## src/rtl/lfa_pkg.sv

```systemverilog
`default_nettype none

package lfa_pkg;

   // Field widths
   localparam int DIST_W  = 10;
   localparam int TIME_W  = 48;
   localparam int DUTY_W  = 8;
   localparam int CSR_W   = 16;
   localparam int CSR_IDX_W = 3;
   localparam int MS_W    = 16;
   localparam int US_W    = 26;

   // Fixed drive duties and ramp increment
   localparam logic [DUTY_W-1:0] CORRECTION_SPEED = 8'd110;
   localparam logic [DUTY_W-1:0] RESUME_SPEED     = 8'd80;
   localparam logic [DUTY_W-1:0] RAMP_STEP        = 8'd5;
   localparam logic [DUTY_W-1:0] AVOID_SPEED      = 8'd90;

   localparam int US_PER_MS = 1000;

   // Register reset values
   localparam logic [DUTY_W-1:0] DRIVE_SPEED_RST    = 8'd200;
   localparam logic [DIST_W-1:0] WARN_DIST_RST      = 10'd20;
   localparam logic [DIST_W-1:0] STOP_DIST_RST      = 10'd10;
   localparam logic [US_W-1:0]   POST_AVOID_US_RST  = US_W'(300 * US_PER_MS);
   localparam logic [US_W-1:0]   AVOID_CLEAR_US_RST = US_W'(500 * US_PER_MS);

   typedef enum logic [CSR_IDX_W-1:0] {
      CSR_RUN_MODE    = 3'd0,
      CSR_MANUAL_MOVE = 3'd1,
      CSR_DRIVE_SPEED = 3'd2,
      CSR_LINE_LEVEL  = 3'd3,
      CSR_WARN_DIST   = 3'd4,
      CSR_STOP_DIST   = 3'd5,
      CSR_POST_AVOID  = 3'd6,
      CSR_AVOID_CLEAR = 3'd7
   } csr_index_type;

   typedef enum logic [2:0] {
      MOVE_STOP    = 3'd0,
      MOVE_FORWARD = 3'd1,
      MOVE_BACK    = 3'd2,
      MOVE_SPIN_L  = 3'd3,
      MOVE_SPIN_R  = 3'd4
   } move_type;

   typedef enum logic [1:0] {
      PHASE_MANUAL = 2'd0,
      PHASE_FOLLOW = 2'd1,
      PHASE_AVOID  = 2'd2,
      PHASE_LIFTED = 2'd3
   } phase_type;

   typedef struct packed {
      logic              run_mode;
      logic [2:0]        manual_move;
      logic [DUTY_W-1:0] drive_speed;
      logic              line_level;
      logic [DIST_W-1:0] warn_dist;
      logic [DIST_W-1:0] stop_dist;
      logic [US_W-1:0]   post_avoid_us;
      logic [US_W-1:0]   avoid_clear_us;
   } cfg_type;

   // Machine restart on a run_mode write
   typedef struct packed {
      logic valid;
      logic auto_mode;
   } restart_type;

   typedef struct packed {
      logic              ir_left;
      logic              ir_center;
      logic              ir_right;
      logic [DIST_W-1:0] dist_left;
      logic [DIST_W-1:0] dist_center;
      logic [DIST_W-1:0] dist_right;
      logic [TIME_W-1:0] now_us;
   } req_word_type;

   typedef struct packed {
      logic [DUTY_W-1:0] motor_a_duty;
      logic              motor_a_forward;
      logic [DUTY_W-1:0] motor_b_duty;
      logic              motor_b_forward;
      logic [1:0]        robot_state;
   } rsp_word_type;

endpackage

`default_nettype wire

```

## src/rtl/lfa_if.sv

```systemverilog
`default_nettype none

// Update word channel
interface lfa_req_if import lfa_pkg::*; ();
   logic              valid;
   logic              ready;
   logic              ir_left;
   logic              ir_center;
   logic              ir_right;
   logic [DIST_W-1:0] dist_left;
   logic [DIST_W-1:0] dist_center;
   logic [DIST_W-1:0] dist_right;
   logic [TIME_W-1:0] now_us;

   modport source (output valid, ir_left, ir_center, ir_right,
                   dist_left, dist_center, dist_right, now_us,
                   input ready);
   modport sink (input valid, ir_left, ir_center, ir_right,
                 dist_left, dist_center, dist_right, now_us,
                 output ready);
endinterface

// Motor command channel
interface lfa_rsp_if import lfa_pkg::*; ();
   logic              valid;
   logic              ready;
   logic [DUTY_W-1:0] motor_a_duty;
   logic              motor_a_forward;
   logic [DUTY_W-1:0] motor_b_duty;
   logic              motor_b_forward;
   logic [1:0]        robot_state;

   modport source (output valid, motor_a_duty, motor_a_forward,
                   motor_b_duty, motor_b_forward, robot_state,
                   input ready);
   modport sink (input valid, motor_a_duty, motor_a_forward,
                 motor_b_duty, motor_b_forward, robot_state,
                 output ready);
endinterface

`default_nettype wire

```

## src/rtl/lfa_csr.sv

```systemverilog
`default_nettype none

module lfa_csr import lfa_pkg::*; (
   input  wire logic                 clock,
   input  wire logic                 reset,
   input  wire logic                 csr_we,
   input  wire logic [CSR_IDX_W-1:0] csr_index,
   input  wire logic [CSR_W-1:0]     csr_wdata,
   output cfg_type                   cfg,
   output restart_type               restart
);

   cfg_type       cfg_ff;
   csr_index_type idx;

   assign idx = csr_index_type'(csr_index);

   // run_mode write restarts the machine in the same edge
   assign restart.valid     = csr_we && (idx == CSR_RUN_MODE);
   assign restart.auto_mode = csr_wdata[0];

   // Register file; millisecond times are kept as microseconds
   always_ff @(posedge clock) begin
      if (reset) begin
         cfg_ff.run_mode       <= 1'b0;
         cfg_ff.manual_move    <= 3'd0;
         cfg_ff.drive_speed    <= DRIVE_SPEED_RST;
         cfg_ff.line_level     <= 1'b1;
         cfg_ff.warn_dist      <= WARN_DIST_RST;
         cfg_ff.stop_dist      <= STOP_DIST_RST;
         cfg_ff.post_avoid_us  <= POST_AVOID_US_RST;
         cfg_ff.avoid_clear_us <= AVOID_CLEAR_US_RST;
      end else if (csr_we) begin
         unique case (idx)
            CSR_RUN_MODE:    cfg_ff.run_mode    <= csr_wdata[0];
            CSR_MANUAL_MOVE: cfg_ff.manual_move <= csr_wdata[2:0];
            CSR_DRIVE_SPEED: cfg_ff.drive_speed <= csr_wdata[DUTY_W-1:0];
            CSR_LINE_LEVEL:  cfg_ff.line_level  <= csr_wdata[0];
            CSR_WARN_DIST:   cfg_ff.warn_dist   <= csr_wdata[DIST_W-1:0];
            CSR_STOP_DIST:   cfg_ff.stop_dist   <= csr_wdata[DIST_W-1:0];
            CSR_POST_AVOID:
               cfg_ff.post_avoid_us <= US_W'(csr_wdata[MS_W-1:0]) * US_W'(US_PER_MS);
            CSR_AVOID_CLEAR:
               cfg_ff.avoid_clear_us <= US_W'(csr_wdata[MS_W-1:0]) * US_W'(US_PER_MS);
            default: ;
         endcase
      end
   end

   assign cfg = cfg_ff;

endmodule

`default_nettype wire

```

## src/rtl/lfa_engine.sv

```systemverilog
`default_nettype none

module lfa_engine import lfa_pkg::*; (
   input  wire logic      clock,
   input  wire logic      reset,
   input  wire logic      go,
   input  wire req_word_type word,
   input  wire cfg_type   cfg,
   input  wire restart_type restart,
   output logic           emit,
   output rsp_word_type   result
);

   typedef enum logic [1:0] {
      SIDE_NONE  = 2'd0,
      SIDE_LEFT  = 2'd1,
      SIDE_RIGHT = 2'd2
   } side_type;

   phase_type         phase_ff, phase_in;
   side_type          side_ff, side_in, side_cur;
   logic [DUTY_W-1:0] ramp_ff, ramp_in;
   logic              clear_valid_ff, clear_valid_in;
   logic              creep_valid_ff, creep_valid_in;
   logic [TIME_W-1:0] clear_since_ff, clear_since_in;
   logic [TIME_W-1:0] creep_since_ff, creep_since_in;

   logic              seen_l, seen_c, seen_r;
   logic              warn_hit, front, l_close, r_close;
   logic [TIME_W-1:0] creep_el, clear_el, since_cur;
   logic              creep_active, clear_keep, clear_done;
   logic [DUTY_W-1:0] ramp_base, ramp_up, ramp_follow;
   logic [DUTY_W:0]   ramp_sum;
   logic [DUTY_W-1:0] duty_a, duty_b;
   logic              fwd_a, fwd_b;

   // Sensor decode
   assign seen_l = (word.ir_left == cfg.line_level);
   assign seen_c = (word.ir_center == cfg.line_level);
   assign seen_r = (word.ir_right == cfg.line_level);

   assign warn_hit = (word.dist_left < cfg.warn_dist) || (word.dist_center < cfg.warn_dist)
                  || (word.dist_right < cfg.warn_dist);
   assign front    = word.dist_center < cfg.warn_dist;
   assign l_close  = word.dist_left < cfg.stop_dist;
   assign r_close  = word.dist_right < cfg.stop_dist;

   // Creep timer after avoidance
   assign creep_el     = word.now_us - creep_since_ff;
   assign creep_active = creep_valid_ff && (creep_el < TIME_W'(cfg.post_avoid_us));

   // Avoid side is picked on the first avoiding step
   always_comb begin
      if (side_ff == SIDE_LEFT || side_ff == SIDE_RIGHT) begin
         side_cur = side_ff;
      end else if (word.dist_left >= word.dist_right) begin
         side_cur = SIDE_LEFT;
      end else begin
         side_cur = SIDE_RIGHT;
      end
   end

   // Clear interval timer
   assign clear_keep = (side_ff == SIDE_LEFT || side_ff == SIDE_RIGHT) && clear_valid_ff;
   assign since_cur  = clear_keep ? clear_since_ff : word.now_us;
   assign clear_el   = word.now_us - since_cur;
   assign clear_done = clear_el > TIME_W'(cfg.avoid_clear_us);

   // Forward ramp, capped at drive_speed; a base already above drive_speed is kept
   assign ramp_base   = creep_valid_ff ? RESUME_SPEED : ramp_ff;
   assign ramp_sum    = {1'b0, ramp_base} + {1'b0, RAMP_STEP};
   assign ramp_up     = (ramp_sum > {1'b0, cfg.drive_speed}) ? cfg.drive_speed
                                                             : ramp_sum[DUTY_W-1:0];
   assign ramp_follow = (ramp_base < cfg.drive_speed) ? ramp_up : ramp_base;

   // Decision and next state
   always_comb begin
      phase_in       = phase_ff;
      side_in        = side_ff;
      ramp_in        = ramp_ff;
      clear_valid_in = clear_valid_ff;
      clear_since_in = clear_since_ff;
      creep_valid_in = creep_valid_ff;
      creep_since_in = creep_since_ff;
      emit   = 1'b0;
      duty_a = '0;
      fwd_a  = 1'b1;
      duty_b = '0;
      fwd_b  = 1'b1;

      if (!cfg.run_mode) begin
         emit = 1'b1;
         unique case (cfg.manual_move)
            MOVE_FORWARD: begin
               duty_a = cfg.drive_speed; duty_b = cfg.drive_speed;
            end
            MOVE_BACK: begin
               duty_a = cfg.drive_speed; duty_b = cfg.drive_speed;
               fwd_a = 1'b0; fwd_b = 1'b0;
            end
            MOVE_SPIN_L: begin
               duty_a = cfg.drive_speed; duty_b = cfg.drive_speed;
               fwd_a = 1'b0;
            end
            MOVE_SPIN_R: begin
               duty_a = cfg.drive_speed; duty_b = cfg.drive_speed;
               fwd_b = 1'b0;
            end
            default: ;
         endcase
      end else begin
         unique case (phase_ff)
            PHASE_FOLLOW: begin
               if (warn_hit) begin
                  phase_in       = PHASE_AVOID;
                  clear_valid_in = 1'b0;
                  creep_valid_in = 1'b0;
                  side_in        = SIDE_NONE;
               end else if (creep_active) begin
                  emit = 1'b1;
                  duty_a = cfg.drive_speed; duty_b = cfg.drive_speed;
               end else begin
                  emit           = 1'b1;
                  creep_valid_in = 1'b0;
                  ramp_in        = RESUME_SPEED;
                  if (!seen_l && !seen_c && !seen_r) begin
                     phase_in = PHASE_LIFTED;
                  end else if (!seen_c) begin
                     if (seen_l && !seen_r) begin
                        duty_a = CORRECTION_SPEED; duty_b = CORRECTION_SPEED;
                        fwd_b = 1'b0;
                     end else if (!seen_l && seen_r) begin
                        duty_a = CORRECTION_SPEED; duty_b = CORRECTION_SPEED;
                        fwd_a = 1'b0;
                     end else begin
                        duty_a = RESUME_SPEED; duty_b = RESUME_SPEED;
                     end
                  end else if (seen_l && !seen_r) begin
                     duty_a = CORRECTION_SPEED;
                  end else if (!seen_l && seen_r) begin
                     duty_b = CORRECTION_SPEED;
                  end else begin
                     ramp_in = ramp_follow;
                     duty_a  = ramp_follow; duty_b = ramp_follow;
                  end
               end
            end
            PHASE_AVOID: begin
               side_in        = side_cur;
               clear_valid_in = 1'b0;
               if (front) begin
                  emit = 1'b1;
                  if (side_cur == SIDE_RIGHT) begin
                     duty_a = AVOID_SPEED;
                  end else begin
                     duty_b = AVOID_SPEED;
                  end
               end else if ((side_cur == SIDE_RIGHT && r_close)
                            || (side_cur == SIDE_LEFT && l_close)) begin
                  emit    = 1'b1;
                  side_in = (side_cur == SIDE_RIGHT) ? SIDE_LEFT : SIDE_RIGHT;
               end else if (l_close || r_close) begin
                  emit = 1'b1;
               end else if (clear_done) begin
                  side_in        = SIDE_NONE;
                  creep_since_in = word.now_us;
                  creep_valid_in = 1'b1;
                  ramp_in        = RESUME_SPEED;
                  phase_in       = PHASE_FOLLOW;
               end else begin
                  emit           = 1'b1;
                  clear_valid_in = 1'b1;
                  clear_since_in = since_cur;
                  duty_a = AVOID_SPEED; duty_b = AVOID_SPEED;
               end
            end
            PHASE_LIFTED: begin
               if (seen_l || seen_c || seen_r) begin
                  ramp_in  = RESUME_SPEED;
                  phase_in = PHASE_FOLLOW;
               end else begin
                  emit = 1'b1;
               end
            end
            PHASE_MANUAL: ;
            default: ;
         endcase
      end
   end

   assign result.motor_a_duty    = duty_a;
   assign result.motor_a_forward = fwd_a;
   assign result.motor_b_duty    = duty_b;
   assign result.motor_b_forward = fwd_b;
   assign result.robot_state     = phase_in;

   // Control state
   always_ff @(posedge clock) begin
      if (reset) begin
         phase_ff       <= PHASE_MANUAL;
         side_ff        <= SIDE_NONE;
         ramp_ff        <= RESUME_SPEED;
         clear_valid_ff <= 1'b0;
         creep_valid_ff <= 1'b0;
      end else if (restart.valid) begin
         phase_ff       <= restart.auto_mode ? PHASE_LIFTED : PHASE_MANUAL;
         side_ff        <= SIDE_NONE;
         ramp_ff        <= RESUME_SPEED;
         clear_valid_ff <= 1'b0;
         creep_valid_ff <= 1'b0;
      end else if (go) begin
         phase_ff       <= phase_in;
         side_ff        <= side_in;
         ramp_ff        <= ramp_in;
         clear_valid_ff <= clear_valid_in;
         creep_valid_ff <= creep_valid_in;
      end
   end

   // Timestamps, only read while their valid bit is set
   always_ff @(posedge clock) begin
      if (go) begin
         clear_since_ff <= clear_since_in;
         creep_since_ff <= creep_since_in;
      end
   end

endmodule

`default_nettype wire

```

## src/rtl/line_follow_avoid_controller_core.sv

```systemverilog
`default_nettype none

// Line follow / obstacle avoid controller. Each update word on req_ch
// (three line sensors, three distances in cm, a microsecond timestamp)
// yields at most one motor command word on rsp_ch; the steps that enter
// or end avoidance, and the step that leaves the lifted state, yield no
// word. Words are taken one per clock unless rsp_ch stalls: the update
// passes an input register, the decision logic and a result register,
// and its command is presented on rsp_ch from the result register.
// Configuration goes through the csr_ port; the user must write it only
// while no update is in flight, as the block does not enforce this;
// writing run_mode restarts the robot state (lifted in autonomous mode,
// manual otherwise).
module line_follow_avoid_controller_core import lfa_pkg::*; (
   input  wire logic                 clock,
   input  wire logic                 reset,
   input  wire logic                 csr_we,
   input  wire logic [CSR_IDX_W-1:0] csr_index,
   input  wire logic [CSR_W-1:0]     csr_wdata,
   lfa_req_if.sink                   req_ch,
   lfa_rsp_if.source                 rsp_ch
);

   cfg_type      cfg;
   restart_type  restart;
   logic         in_valid_ff;
   req_word_type in_word_ff;
   logic         out_valid_ff;
   rsp_word_type out_word_ff;
   logic         advance;
   logic         emit;
   rsp_word_type result;

   lfa_csr u_csr (
      .clock     (clock),
      .reset     (reset),
      .csr_we    (csr_we),
      .csr_index (csr_index),
      .csr_wdata (csr_wdata),
      .cfg       (cfg),
      .restart   (restart)
   );

   // Update moves to the result stage when that stage is free or draining
   assign advance      = in_valid_ff && (!out_valid_ff || rsp_ch.ready);
   assign req_ch.ready = !in_valid_ff || advance;

   // Input register
   always_ff @(posedge clock) begin
      if (reset) begin
         in_valid_ff <= 1'b0;
      end else if (req_ch.ready) begin
         in_valid_ff <= req_ch.valid;
      end
   end

   always_ff @(posedge clock) begin
      if (req_ch.ready && req_ch.valid) begin
         in_word_ff.ir_left     <= req_ch.ir_left;
         in_word_ff.ir_center   <= req_ch.ir_center;
         in_word_ff.ir_right    <= req_ch.ir_right;
         in_word_ff.dist_left   <= req_ch.dist_left;
         in_word_ff.dist_center <= req_ch.dist_center;
         in_word_ff.dist_right  <= req_ch.dist_right;
         in_word_ff.now_us      <= req_ch.now_us;
      end
   end

   lfa_engine u_engine (
      .clock   (clock),
      .reset   (reset),
      .go      (advance),
      .word    (in_word_ff),
      .cfg     (cfg),
      .restart (restart),
      .emit    (emit),
      .result  (result)
   );

   // Result register
   always_ff @(posedge clock) begin
      if (reset) begin
         out_valid_ff <= 1'b0;
      end else if (advance) begin
         out_valid_ff <= emit;
      end else if (rsp_ch.ready) begin
         out_valid_ff <= 1'b0;
      end
   end

   always_ff @(posedge clock) begin
      if (advance && emit) begin
         out_word_ff <= result;
      end
   end

   assign rsp_ch.valid           = out_valid_ff;
   assign rsp_ch.motor_a_duty    = out_word_ff.motor_a_duty;
   assign rsp_ch.motor_a_forward = out_word_ff.motor_a_forward;
   assign rsp_ch.motor_b_duty    = out_word_ff.motor_b_duty;
   assign rsp_ch.motor_b_forward = out_word_ff.motor_b_forward;
   assign rsp_ch.robot_state     = out_word_ff.robot_state;

endmodule

`default_nettype wire

```

## src/flat_wrapper.sv

```systemverilog
// flat-port wrapper written by rule: the top's interface ports become plain ports
module line_follow_avoid_controller_core_flat import lfa_pkg::*;
  (clock, reset, csr_we, csr_index, csr_wdata, req_ch_valid, req_ch_ir_left, req_ch_ir_center, req_ch_ir_right, req_ch_dist_left, req_ch_dist_center, req_ch_dist_right, req_ch_now_us, req_ch_ready, rsp_ch_valid, rsp_ch_motor_a_duty, rsp_ch_motor_a_forward, rsp_ch_motor_b_duty, rsp_ch_motor_b_forward, rsp_ch_robot_state, rsp_ch_ready);
  lfa_req_if req_ch_i ();
  lfa_rsp_if rsp_ch_i ();
  input  wire logic clock;
  input  wire logic reset;
  input  wire logic csr_we;
  input  wire logic [CSR_IDX_W-1:0] csr_index;
  input  wire logic [CSR_W-1:0] csr_wdata;
  input wire logic [$bits(req_ch_i.valid)-1:0] req_ch_valid;
  input wire logic [$bits(req_ch_i.ir_left)-1:0] req_ch_ir_left;
  input wire logic [$bits(req_ch_i.ir_center)-1:0] req_ch_ir_center;
  input wire logic [$bits(req_ch_i.ir_right)-1:0] req_ch_ir_right;
  input wire logic [$bits(req_ch_i.dist_left)-1:0] req_ch_dist_left;
  input wire logic [$bits(req_ch_i.dist_center)-1:0] req_ch_dist_center;
  input wire logic [$bits(req_ch_i.dist_right)-1:0] req_ch_dist_right;
  input wire logic [$bits(req_ch_i.now_us)-1:0] req_ch_now_us;
  output wire logic [$bits(req_ch_i.ready)-1:0] req_ch_ready;
  output wire logic [$bits(rsp_ch_i.valid)-1:0] rsp_ch_valid;
  output wire logic [$bits(rsp_ch_i.motor_a_duty)-1:0] rsp_ch_motor_a_duty;
  output wire logic [$bits(rsp_ch_i.motor_a_forward)-1:0] rsp_ch_motor_a_forward;
  output wire logic [$bits(rsp_ch_i.motor_b_duty)-1:0] rsp_ch_motor_b_duty;
  output wire logic [$bits(rsp_ch_i.motor_b_forward)-1:0] rsp_ch_motor_b_forward;
  output wire logic [$bits(rsp_ch_i.robot_state)-1:0] rsp_ch_robot_state;
  input wire logic [$bits(rsp_ch_i.ready)-1:0] rsp_ch_ready;
  assign req_ch_i.valid = req_ch_valid;
  assign req_ch_i.ir_left = req_ch_ir_left;
  assign req_ch_i.ir_center = req_ch_ir_center;
  assign req_ch_i.ir_right = req_ch_ir_right;
  assign req_ch_i.dist_left = req_ch_dist_left;
  assign req_ch_i.dist_center = req_ch_dist_center;
  assign req_ch_i.dist_right = req_ch_dist_right;
  assign req_ch_i.now_us = req_ch_now_us;
  assign req_ch_ready = req_ch_i.ready;
  assign rsp_ch_valid = rsp_ch_i.valid;
  assign rsp_ch_motor_a_duty = rsp_ch_i.motor_a_duty;
  assign rsp_ch_motor_a_forward = rsp_ch_i.motor_a_forward;
  assign rsp_ch_motor_b_duty = rsp_ch_i.motor_b_duty;
  assign rsp_ch_motor_b_forward = rsp_ch_i.motor_b_forward;
  assign rsp_ch_robot_state = rsp_ch_i.robot_state;
  assign rsp_ch_i.ready = rsp_ch_ready;
  line_follow_avoid_controller_core u_core (.clock(clock), .reset(reset), .csr_we(csr_we), .csr_index(csr_index), .csr_wdata(csr_wdata), .req_ch(req_ch_i), .rsp_ch(rsp_ch_i));
endmodule
```

## config.mk

```make
export PLATFORM = sky130hd
export DESIGN_NAME = line_follow_avoid_controller_core_flat
export DESIGN_NICKNAME = d
export VERILOG_FILES = /design/src/rtl/lfa_pkg.sv /design/src/rtl/lfa_if.sv /design/src/rtl/lfa_csr.sv /design/src/rtl/lfa_engine.sv /design/src/rtl/line_follow_avoid_controller_core.sv /design/src/flat_wrapper.sv
export SDC_FILE = /design/constraint.sdc
export NUM_CORES = 1
export LEC_CHECK = 0
export ABC_AREA = 1
export BUFFER_PORTS_ARGS = -buffer_cell sky130_fd_sc_hd__clkbuf_2
export CORE_AREA = 2 2 250 252
export CTS_CLUSTER_DIAMETER = 30
export DETAILED_ROUTE_END_ITERATION = 10
export DIE_AREA = 0 0 252 254
export MAX_ROUTING_LAYER = met4
export PLACE_DENSITY_LB_ADDON = 0.25
export SLEW_MARGIN = 20
export SYNTH_ARGS = -nofsm -noshare
export SYNTH_HDL_FRONTEND = slang
export SYNTH_SLANG_ARGS = --single-unit
```

## constraint.sdc

```tcl
create_clock -name clock -period 6.2 [get_ports clock]
set_clock_uncertainty 0.15 [all_clocks]
set_input_delay 1.55 -clock clock [delete_from_list [all_inputs] [get_ports clock]]
set_output_delay 1.55 -clock clock [all_outputs]
set_load 0.02 [all_outputs]
```

* After elaboration in Yosys (flattened, before gate mapping) *
Cells that the tools add are included.

word-level totals
  register bits = 292
  input port bits = 105
  output and inout port bits = 22
  word-level logic and storage cells = 228

cells by class
  add/sub/neg operators = 3
  multipliers = 1
  order comparisons = 10
  equal/unequal tests = 30
  multiplexer cells = 103
  bitwise logic cells = 4
  reduce and logical (&&, ||, !) cells = 48

operator list
  kind                                                                   number
  8-bit 2-to-1 mux                                                       31
  48-bit subtractor                                                      2
  10-bit less-than comparator                                            5
  48-bit by 26-bit > comparator with 1-bit output                        1
  48-bit by 26-bit less-than comparator with 1-bit output                1
  48-bit 2-to-1 mux                                                      1
  2-bit 2-to-1 mux                                                       20
  1-bit 2-to-1 mux                                                       36
  7-bit 2-to-1 mux                                                       5
  8-bit case mux with 2 select lines                                     2
  8-bit case mux with 3 select lines                                     1
  16-bit by 7-bit multiplier with 23-bit output, second input constant   1
  2-bit inequality test, second input constant                           8
  2-bit AND reduction                                                    8
  3-bit equality test, second input constant                             5
  7-bit AND reduction                                                    2
  3-bit by 2-bit equality test with 1-bit output, second input constant  4
  1-bit logical AND                                                      12
  6-bit 2-to-1 mux                                                       2
  10-bit greater-or-equal comparator                                     1
  10-bit AND reduction                                                   1
  8-bit by 3-bit adder with 9-bit output, second input constant          1
  9-bit by 8-bit > comparator with 1-bit output                          1
  1-bit logical OR                                                       9
  other kinds (19)                                                       39

* Longest topological paths before layout *
  depth in word-level cells = 14
  depth in mapped cells = 42
  mapped depth without buffers = 40

* Cells and area by module *
From an unflattened synthesis, not the netlist that was laid out.

unflattened totals
  cells, all modules = 3269
  area total of the unflattened synthesis = 24763.8 µm²

by module, submodules not included
  module                             times used  cells an instance  area an instance (µm²)  sequential area each (µm²)
  lfa_engine                         1           2383               15697.6                 3163.0
  lfa_csr                            1           767                5928.2                  1581.5
  line_follow_avoid_controller_core  1           119                3138.0                  3072.9

* Worst setup path after synthesis *
OpenSTA, ideal clock, no wires.

  kind = flip-flop to flip-flop
  start = register u_core.u_engine.side_ff[1]
  end = register u_core.u_engine.clear_since_ff[0], enable pin
  setup time = 0.454 ns
  arrival time = 6.109 ns
  data required time = 5.596 ns
  slack = -0.513 ns
  cell stages (with the launch flop) = 36
  buffers on the path = 3
  clock period less this slack = 6.713 ns
  cells stage by stage = dfxtp_1 inv_1 nand2_2 nand2_4 buf_6 nand2_1 clkbuf_1 clkbuf_1 nand2_1 o21ai_0 inv_1 fa_1 inv_1 nand4_1 nand2_2 nand2_1 nand2_2 nand2_1 nand2_1 xor2_1 ha_1 nand2_1 nor2_1 nand4_1 a31oi_1 o21ai_0 nand3_1 nand2_1 nand2_1 nand2_1 nand3_1 nor2_1 nand4_1 nor4_1 nand4_1 nor2_1

on the way
  cells in the longest elaborated chain, start to end = 8
  elaborated cells on any way between the ends = 16
  classes of those cells = 1 x add/sub; 1 x order compare; 4 x eq/ne; 2 x mux; 2 x bitwise; 6 x reduce/logical

ends and longest elaborated chain
  what                                                                                          RTL line           source
  from (decl)                                                                                   lfa_engine.sv:21   side_type side_ff, side_in, side_cur;
  from (signal assigned)                                                                        lfa_engine.sv:213  side_ff <= side_in;
  2-bit by 1-bit equality test with 1-bit output / 2-bit equality test (equally long branches)  lfa_engine.sv:64   assign clear_keep = (side_ff == SIDE_LEFT || side_ff == SIDE_RIGHT) && clear_valid_ff;
  1-bit logical OR *                                                                            lfa_engine.sv:64
  1-bit logical AND *                                                                           lfa_engine.sv:64
  48-bit 2-to-1 mux *                                                                           lfa_engine.sv:65   assign since_cur = clear_keep ? clear_since_ff : word.now_us;
  via u_core.u_engine.since_cur[1]                                                              lfa_engine.sv:30   logic [TIME_W-1:0] creep_el, clear_el, since_cur;
  48-bit subtractor *                                                                           lfa_engine.sv:66   assign clear_el = word.now_us - since_cur;
  48-bit by 26-bit > comparator with 1-bit output *                                             lfa_engine.sv:67   assign clear_done = clear_el > TIME_W'(cfg.avoid_clear_us);
  1-bit inverter (no line) *                                                                    n/a
  7-bit AND reduction (no line) *                                                               n/a
  to (signal assigned)                                                                          lfa_engine.sv:223  clear_since_ff <= clear_since_in;
  to (decl)                                                                                     lfa_engine.sv:25   logic [TIME_W-1:0] clear_since_ff, clear_since_in;

The timed path passes the listed nets; every way through them passes the cells marked *.
A chain may end at the register's enable or synchronous reset.

* Worst setup path in the final report *
  start = register u_core.u_engine.side_ff[0]
  end = register u_core.out_word_ff, in the netlist u_core.rsp_ch.motor_a_duty[7], enable pin

on the way
  cells in the longest elaborated chain, start to end = 13
  elaborated cells on any way between the ends = 20
  classes of those cells = 1 x add/sub; 1 x order compare; 4 x eq/ne; 8 x mux; 6 x reduce/logical

ends and longest elaborated chain
  what                                                                                          RTL line                                 source
  2-bit by 1-bit equality test with 1-bit output / 2-bit equality test (equally long branches)  lfa_engine.sv:54, lfa_engine.sv:64
  1-bit logical OR                                                                              lfa_engine.sv:54, lfa_engine.sv:64
  1-bit logical AND                                                                             lfa_engine.sv:64
  48-bit 2-to-1 mux                                                                             lfa_engine.sv:65
  48-bit subtractor                                                                             lfa_engine.sv:66
  48-bit by 26-bit > comparator with 1-bit output                                               lfa_engine.sv:67
  1-bit 2-to-1 mux                                                                              lfa_engine.sv:164                        end else if (clear_done) begin
  1-bit 2-to-1 mux                                                                              lfa_engine.sv:162                        end else if (l_close || r_close) begin
  1-bit 2-to-1 mux *                                                                            lfa_engine.sv:158                        end else if ((side_cur == SIDE_RIGHT && r_close)
  1-bit 2-to-1 mux *                                                                            lfa_engine.sv:151                        if (front) begin
  1-bit case mux with 3 select lines *                                                          lfa_engine.sv:112                        unique case (phase_ff)
  1-bit 2-to-1 mux *                                                                            lfa_engine.sv:91                         if (!cfg.run_mode) begin
  1-bit logical AND *                                                                           line_follow_avoid_controller_core.sv:92  if (advance && emit) begin
  to (signal assigned)                                                                          line_follow_avoid_controller_core.sv:93  out_word_ff <= result;
  to (decl)                                                                                     line_follow_avoid_controller_core.sv:29  rsp_word_type out_word_ff;

Mark *: on every way between the ends. The rest lies on a longest branch, timed or not.

==> metrics.txt <==
grt ovf=0; layout cell share with drive strength beyond 1=~12%; drt via density=~5.1; worst setup path start=u_core.u_engine.side_ff[0]$_SDFFE_PP0P_; Die H=~250 µm; Core Region=61260 µm²; Syn Inst Count=roughly 3000; fin area=around 28000 µm²; YS warnings=0; clock tree root driver cell=clkbuf_16; xor/xnor share of the synthesized area=about 3.3%; critical path class=flop to flop; most common flop cell mapped by yosys=edfxtp_1; Post-Synth Adder-Cell Area=between 10% and 20%; Layout Cells excl Fill=approximately 4100; share of the synthesized area in the top cell type=24.75%; Worst-Skew Late Latency=~600 ps; Post-Route WL=72730 µm; Final Hold Fails=0; placed insts=just under 4000; initial antenna violation count=3; Static Leakage=around 13 nW; vias in the first global route=between 20000 and 25000; VDD IR max=slightly below 0.2 mV; Pwr Total=8.374 mW; post-detail-place hpwl=around 60000 µm; DR DRC count=0; Final Cycle Share=93.50%; Hold Startpoint=u_core.u_engine.ramp_ff[1]$_SDFFE_PP0P_; switching share of power=approximately a third; highest clock rate=between 150 and 200 MHz; Slowest Stage Delay on Critical Path=approximately 370 ps; Slew Viols, Final=0; most frequent cells in the layout=inv_1, nand2_1, nor2_1; leading area contributor after synthesis=edfxtp_1; synthesized net count=between 3000 and 4000; Post-synth EDFFs=195; status=completed; Chip Width=approximately 250 µm; fillcell total=a little over 6000; CP Capture Type=flop; main combinational cell family by area after synthesis=simple AND/OR/NAND/NOR gates; Synth area leaders=edfxtp_1, ha_1, inv_1; mux share of post-synthesis cell area=0%; sequential area share after synthesis=between 30% and 40%; min cycle time layout=roughly 5800 ps; Pint=~5.6 mW; cts hold-fix bufs=0; combinational power share=~28%; first-pass GRT wire length=roughly 110000 µm; Final Wtd Congestion=1.011; DRT antenna net count=0; clk sinks=between 200 and 300; Post-synth ARST share=0%; Net Sw Power=between 2 and 3 mW; io pins=127; Net count, final=roughly 3700; DRT iter0 DRCs=approximately 1600; CTS H-tree lvls=3; sequential share of power=roughly a quarter; PortBufs=126; Die ar.=approximately 64000 µm²; Area Growth Syn to Fin=18.93%; mapped cell area=between 20000 and 25000 µm²; clock share of power=between 40 and 50%; placed instance area=between 20000 and 30000 µm²; post-synthesis compound-gate area fraction=between 15 and 20%; Worst Hold Slack=between 300 and 400 ps; Hold Crit Class=flop to flop; Clock Tree Buf Depth=3; commonest non-fill, non-tap cell in the layout=inv_1; Worst-Margin Slew=1048 ps; WP data required=around 6400 ps; critical path peak fanout=20; starting density of the core=around 39%; post-synth cell types=60; std cell rows=91; CP max-delay cell=dfxtp_1; reg2reg start=u_core.u_engine.side_ff[0]$_SDFFE_PP0P_; Arr. time, crit path=about 6000 ps; Routed wire per std cell=~18 µm; Max-Cap Viols=0; Detailed Routing Iterations Pass 1=5; final setup fails=0; P per Cell Area=slightly below 300 nW/µm²; number of synthesized register bits=slightly below 300; max-slew headroom at the worst pin=between 20% and 30%; RSZ-0062 raised after global routing=false; Worst-path clk slew=40 ps; Vias=20990; average size of a mapped cell=7.817 µm²; Synth Area in Simple Gates=between 20% and 30%; cell mode on critical path=nand2_1; Total GRT Usage=23.58%; pin count of the biggest net entering global routing=just under 50; CTS tree=built; CTS Buf Count=73; crit path launch type=flop; setup tns final=0 ps
==> routing by layer <==
layer | global-route usage, % | up-vias | wire length (µm)
li1 | - | 10580 | -
met1 | 33.16 | 9727 | 35530
met2 | 35.26 | 568 | 31220
met3 | 3.390 | 124 | 4158
met4 | 6.661 | 0 | 1823
met5 | - | - | 0
==> per-stage QoR <==
stage | setup slack [ps] | utilization (%)
6_report | 403.0 | 45.94
5_1_grt | 20.32 | 45.94
4_1_cts | 262.7 | 45.75
3_5_place_dp | 75.58 | 41.63
3_3_place_gp | 93.01 | 41.63
2_1_floorplan | 233.8 | -
==> sequential cells by signal (all words and copies together), names as in the netlist <==
signal and flops:
u_core.u_engine.clear_since_ff 48, u_core.u_engine.creep_valid_ff 1, u_core.u_engine.clear_valid_ff 1, u_core.u_engine.ramp_ff 8, u_core.u_engine.side_ff 2, u_core.u_engine.creep_since_ff 48, u_core.rsp_ch.robot_state 2, u_core.rsp_ch.motor_a_duty 8
u_core.u_engine.phase_ff 2, u_core.in_valid_ff 1, u_core.rsp_ch.motor_b_forward 1, u_core.u_csr.cfg 79, u_core.rsp_ch.valid 1, u_core.rsp_ch.motor_b_duty 6, u_core.rsp_ch.motor_a_forward 1, u_core.in_word_ff 81
==> synth_stat cells (11+ instances only) <==
cell	count
nand3_1	110
o21ai_0	241
nor2_1	283
clkbuf_1	30
fa_1	55
xnor2_1	31
or2_2	38
a21o_1	17
nor3_1	27
ha_1	265
inv_1	531
a21oi_1	274
xor2_1	59
nand2_2	15
nand2_1	509
o211ai_1	43
dfxtp_1	95
o21bai_1	19
nand4_1	45
o21a_1	11
a31oi_1	18
edfxtp_1	195
==> path summary, 6_finish.rpt <==
| kind | to | slack (ps) | cells after the start |
|---|---|---|---|
| setup reg to reg | u_core.rsp_ch.motor_a_duty[7]$_DFFE_PP_ | 400 | 37 |
| hold / removal | u_core.u_engine.ramp_ff[1]$_SDFFE_PP0P_ | 310 | 2 |
| setup / recovery | u_core.rsp_ch.motor_a_duty[7]$_DFFE_PP_ | 400 | 37 |
| hold reg to reg | u_core.u_engine.ramp_ff[1]$_SDFFE_PP0P_ | 310 | 2 |
==> power by group through the flow <==
stage               clock, mW  sequential (mW)  combinational, mW
global route             4.01             2.21               2.68
global placement            0             2.23               2.32
finish                   3.84             2.20               2.33
floorplan                   0             2.20               1.61
CTS                      3.90             2.20               2.34
detailed placement          0             2.23               2.32
==> cells by family (layout without fill, tap and decap cells) <==
kind of cell               Yosys count  after routing
and+or+nand+nor                   1078           1078
AOI/OAI and AO/OA                  673            673
buffers and inverters              576            842
adders and majority gates          320            320
DFF                                290            290
xor gates and xnor gates            90             90
other                                0              1
==> timing repair <==
action	CTS	global route
gates resized for setup	0	15
setup buffers	0	3
endpoints found under the setup margin	0	18
==> worst max-delay path: cells and delay by family (launching register included) <==
kind,cells,cell delay (ps)
xor+xnor,1,270
simple gates,22,2270
flops,1,370
buf+inv,6,810
compound gates,6,970
fa+ha+maj,2,640
==> final cells by class <==
cell class                      count  area, µm²  area share (%)
Multi-Input combinational cell   2161      13790           48.99
Tap cell                          790      988.4           3.513
Inverter                          536       2017           7.167
Sequential cell                   290       7757           27.57
Clock inverter                     48      599.3           2.130
Clock buffer                       85       1923           6.834
Antenna cell                        1      2.502        0.008892
Timing Repair Buffer              173       1067           3.793
(Power assumes the default switching activity.)
